`config.mk`:
```
export PLATFORM = sky130hd
export DESIGN_NAME = abpm_divider
export DESIGN_NICKNAME = d
export VERILOG_FILES = /design/src/design/abpm_pkg.sv /design/src/design/abpm_divider.sv
export SDC_FILE = /design/constraint.sdc
export NUM_CORES = 1
export LEC_CHECK = 0
export ABC_AREA = 1
export BUFFER_PORTS_ARGS = -buffer_cell sky130_fd_sc_hd__buf_2
export CELL_PAD_IN_SITES_DETAIL_PLACEMENT = 0
export CELL_PAD_IN_SITES_GLOBAL_PLACEMENT = 1
export CORE_UTILIZATION = 39
export CTS_CLUSTER_SIZE = 10
export DETAILED_ROUTE_END_ITERATION = 6
export GPL_TIMING_DRIVEN = 0
export PLACE_DENSITY_LB_ADDON = 0.1
export SYNTH_ARGS = -nofsm -noshare
export SYNTH_HDL_FRONTEND = slang
export SYNTH_SLANG_ARGS = --single-unit
```
`constraint.sdc`:
```
create_clock -name clk -period 1.9 [get_ports clk]
set_clock_uncertainty 0.1 [all_clocks]
set_input_delay 0.19 -clock clk [delete_from_list [all_inputs] [get_ports clk]]
set_output_delay 0.19 -clock clk [all_outputs]
set_load 0.02 [all_outputs]
```
`src/design/abpm_pkg.sv`:
```
// Shared types and constants for the adaptive bit probability model.
package abpm_pkg;

    localparam int BUCKET_W = 8;
    localparam int COUNT_W  = 16;
    localparam int PROB_W   = 16;
    localparam int ENTRY_W  = 2 * COUNT_W;

    localparam int DIV_STEPS = PROB_W;
    localparam int STEP_W    = $clog2(DIV_STEPS + 1);

    typedef logic [BUCKET_W-1:0] bucket_t;
    typedef logic [COUNT_W-1:0]  count_t;
    typedef logic [PROB_W-1:0]   prob_t;
    typedef logic [ENTRY_W-1:0]  entry_t;

    localparam count_t ZERO_RESET    = 16'h0001;
    localparam count_t TOTAL_RESET   = 16'h0002;
    localparam count_t RESCALE_LIMIT = 16'hFFFF;
    localparam count_t ZERO_FLOOR    = 16'h0001;
    localparam count_t TOTAL_FLOOR   = 16'h0003;

endpackage

```
`src/design/abpm_divider.sv`:
```
// Iterative restoring divider: low quotient bits of (zeros << 16) / total.
module abpm_divider (
    input  logic            clk,
    input  logic            rst_n,
    input  logic            start,
    input  abpm_pkg::count_t dividend,
    input  abpm_pkg::count_t divisor,
    output logic            done,
    output abpm_pkg::prob_t quotient
);
    import abpm_pkg::*;

    logic              busy_reg;
    logic              done_reg;
    logic [STEP_W-1:0] step_reg;
    count_t            rem_reg;
    count_t            div_reg;
    prob_t             quot_reg;

    logic [COUNT_W:0] trial;
    logic [COUNT_W:0] diff;
    logic             fits;

    assign trial = {rem_reg, 1'b0};
    assign diff  = trial - {1'b0, div_reg};
    assign fits  = (trial >= {1'b0, div_reg});

    always_ff @(posedge clk or negedge rst_n)
    begin
        if (!rst_n)
        begin
            busy_reg <= 1'b0;
            done_reg <= 1'b0;
            step_reg <= '0;
        end
        else
        begin
            done_reg <= 1'b0;
            if (start)
            begin
                if (divisor == '0)
                begin
                    busy_reg <= 1'b0;
                    done_reg <= 1'b1;
                end
                else
                begin
                    busy_reg <= 1'b1;
                    step_reg <= STEP_W'(DIV_STEPS);
                end
            end
            else if (busy_reg)
            begin
                step_reg <= step_reg - STEP_W'(1);
                if (step_reg == STEP_W'(1))
                begin
                    busy_reg <= 1'b0;
                    done_reg <= 1'b1;
                end
            end
        end
    end

    // Reduce the dividend modulo the divisor once, then shift in one quotient bit a cycle
    always_ff @(posedge clk)
    begin
        if (start)
        begin
            div_reg  <= divisor;
            quot_reg <= (divisor == '0) ? '1 : '0;
            rem_reg  <= (dividend >= divisor) ? (dividend - divisor) : dividend;
        end
        else if (busy_reg)
        begin
            rem_reg  <= fits ? diff[COUNT_W-1:0] : trial[COUNT_W-1:0];
            quot_reg <= {quot_reg[PROB_W-2:0], fits};
        end
    end

    assign done     = done_reg;
    assign quotient = quot_reg;

endmodule

```
==> results by group <==
Hold path
  – Hold endpoint: div_reg[15]$_DFFE_PP_
  – Hold Crit Class: in2reg
  – Hold path cells: 1
  – HP Start: divisor[15]

Drt
  – Drt drc: 0
  – Routed wire length per instance: 13.7 um
  – Final WL: 13.2 mm
  – Via/cell ratio: 4.76
  – Drt pass-1 iters: 4
  – DRT iter0 DRCs: 265
  – DRT antenna net count: 0
  – Via count: 4586

Critical path
  – CP peak stage delay: 0.44 ns
  – CP Launch Type: flip-flop
  – Setup Crit Path Kind: reg2reg
  – Reg2Reg Setup Slack: -0.22 ns
  – CP top delay family: simple AND/OR/NAND/NOR gates
  – Slowest stage cell, crit path: edfxtp_1
  – Crit-path cells: inv_2, ha_4, ha_4, nand2_2, nor2_2, nand2_2, nor2_4, nor2_4, buf_6, nand3b_1, nand3_1, nand2_1
  – Worst Setup End Kind: flip-flop
  – Worst path arrival time: 2.07 ns
  – Worst Reg-to-Reg Cells: 12
  – Bufs and invs on worst path: 2
  – Critical Path RT: 1.85 ns
  – Max Fanout on Critical Path: 5
  – RR Endpoint: rem_reg[8]$_DFFE_PP_
  – FF-to-FF Start: div_reg[1]$_DFFE_PP_

Job
  – Total of max-cap violations: 0

Synthesis
  – Syn Nets: 780
  – Seq/Total Area, Yosys: 0.324
  – Synth Instances: 709
  – Top-area cell type share of the netlist area: 0.289
  – Yosys warns: 0
  – Number of flops mapped to enable cells by yosys: 48
  – Synthesized flop and latch total: 55
  – Avg Cell Area, Syn: 7.05 um^2
  – Synth Cell Area: 5000 um^2
  – Asr flop ratio synth: 0.127
  – Top cells by area, synth: edfxtp_1, nand2_1, inv_1
  – Largest area contributor in the netlist: edfxtp_1
  – Post-synth top flop: edfxtp_1
  – Synth unique cells: 39

Clocking
  – Max clock buf depth: 2
  – CTS tree: built
  – Clock Latency Late Sink: 0.30 ns
  – Clock Pin Slew Worst Setup and Hold Paths: 0.07 ns
  – Num CTS Buffers: 5
  – H-tree lvl count: 2
  – Clk sinks: 55
  – CTS root buf: clkbuf_16

Global routing
  – Total grt overflow: 0
  – Grt met3 use: 0.0232
  – Global route hottest layer: met2
  – Vias in the first global route: 4400
  – Largest net degree at the start of global routing: 33
  – First-pass GRT wire length: 21.9 mm
  – Met1 usage: 0.289
  – Overall Global Routing Usage: 0.213
  – M2 GR Usage: 0.362
  – Initial antenna violation count: 0

STA
  – Fmax: 472 MHz
  – Hold Violations, Final: 0
  – Period utilization: 1.12
  – Worst Slack Setup Final: -0.220 ns
  – RSZ-0062 raised after global routing: true
  – Setup violators final: 17
  – Worst Tran Pin Value: 0.634 ns
  – Setup TNS: -3.28 ns
  – Rel. slew slack: 0.578
  – Final Critical Period: 2.12 ns
  – Max-slew violations: 0

Outcome
  – Failing checks: setup timing
  – Run status: finished, violations left

Finish
  – Nets: 865
  – Fraction of layout cells with a size suffix above 1: 0.254
  – Area of the multi-input gates: 3200 um^2
  – N_diodes: 0
  – Storage element area: 1620 um^2
  – Most frequent cells in the layout: nand2_1, inv_1, nand3_1
  – Commonest non-fill, non-tap cell in the layout: nand2_1
  – Fillers: 1223
  – Final core occ: 0.511
  – Layout area overhead: 25.4%

Die
  – Die width: 115 um
  – # rows: 40
  – Die H: 115 um
  – Core area: 12300 um^2
  – Starting density of the core: 0.407
  – Area of the die: 13300 um^2
  – IO Count: 52

Place
  – IO buf count: 51
  – Routability cong.: 0.850
  – Detailed placement HPWL: 10.8 mm

Power and ir drop
  – Pwr per Cell Area: 1090 nW/um^2
  – Worst vdd ir: 0.000373 V
  – LEAKAGE: 3.25 nW
[timing repair]
item / 4_1_cts / 5_1_grt
pin swaps: 16 / 12
hold endpoints to repair: 15 / 1
setup buffers: 8 / 7
endpoints found under the setup margin: 49 / 52
hold buffers: 9 / 1
gates resized for setup: 30 / 37
cloned: 1 / 1
[report_power, final]
part | switching [mW] | leakage [nW] | internal (mW) | total [mW]
combinational | 2.32 | 2.59 | 1.76 | 4.09
clock | 0.428 | 0.0746 | 0.496 | 0.925
sequential | 0.203 | 0.591 | 1.64 | 1.85
[stage by stage]
| step | cells | area, um^2 | hold slack, ns | power (mW) | setup slack [ns] |
|---|---|---|---|---|---|
| floorplan | 709 | 5200 | -0.206 | 4.48 | 0.000673 |
| global placement | 928 | 5660 | -0.0668 | 5.29 | -0.853 |
| detailed placement | 928 | 5660 | -0.0651 | 5.30 | -0.906 |
| CTS | 954 | 6080 | 0.000372 | 6.55 | -0.261 |
| global route | 963 | 6260 | 0.00000325 | 7.45 | -0.336 |
| finish | 963 | 6260 | 0.0125 | 6.86 | -0.220 |
[logic make-up (layout without fill, tap and decap cells)]
| family | Yosys count | after routing | synth area share |
|---|---|---|---|
| AND/OR/NAND/NOR | 440 | 440 | 0.414 |
| AO/OA/AOI/OAI | 23 | 23 | 0.0270 |
| buffers and inverters | 140 | 226 | 0.115 |
| XOR/XNOR | 15 | 15 | 0.0263 |
| flip-flops | 55 | 55 | 0.324 |
| adder cells (fa/ha/maj) | 36 | 36 | 0.0932 |
[worst max-delay path by stage]
stage / startpoint / to / cells past startpoint
after floorplan: dividend[0] / rem_reg[10]$_DFFE_PP_ / 14
final: div_reg[1]$_DFFE_PP_ / rem_reg[8]$_DFFE_PP_ / 12
after CTS: div_reg[1]$_DFFE_PP_ / rem_reg[8]$_DFFE_PP_ / 12
after detailed placement: start / rem_reg[3]$_DFFE_PP_ / 4
after global routing: div_reg[1]$_DFFE_PP_ / rem_reg[14]$_DFFE_PP_ / 14
after global placement: start / rem_reg[3]$_DFFE_PP_ / 4
[Yosys cell counts, drive strengths merged (5+ instances only)]
cell / count
o21ai: 5
dfrtp: 7
nor3: 8
nor2: 39
a21oi: 16
xnor2: 9
nand2: 268
inv: 127
buf: 10
xor2: 6
nand3: 86
nand4: 12
edfxtp: 48
nand3b: 20
ha: 34
[layout make-up]
| class | instances | area share |
|---|---|---|
| multi-input combinational | 514 | 0.511 |
| clock inverter | 3 | 0.00360 |
| clock buffer | 5 | 0.0200 |
| tap | 168 | 0.0336 |
| sequential | 55 | 0.258 |
| timing repair buffer | 78 | 0.0801 |
| buffer | 12 | 0.0168 |
| inverter | 128 | 0.0771 |
[routing by layer]
| metal | vias to the layer above | wire, um |
|---|---|---|
| met5 | - | 0 |
| met4 | 0 | 191 |
| met3 | 11 | 308 |
| met2 | 65 | 6360 |
| met1 | 2095 | 6330 |
| li1 | 2415 | - |
No activity file was read; power rests on OpenSTA's default activity.
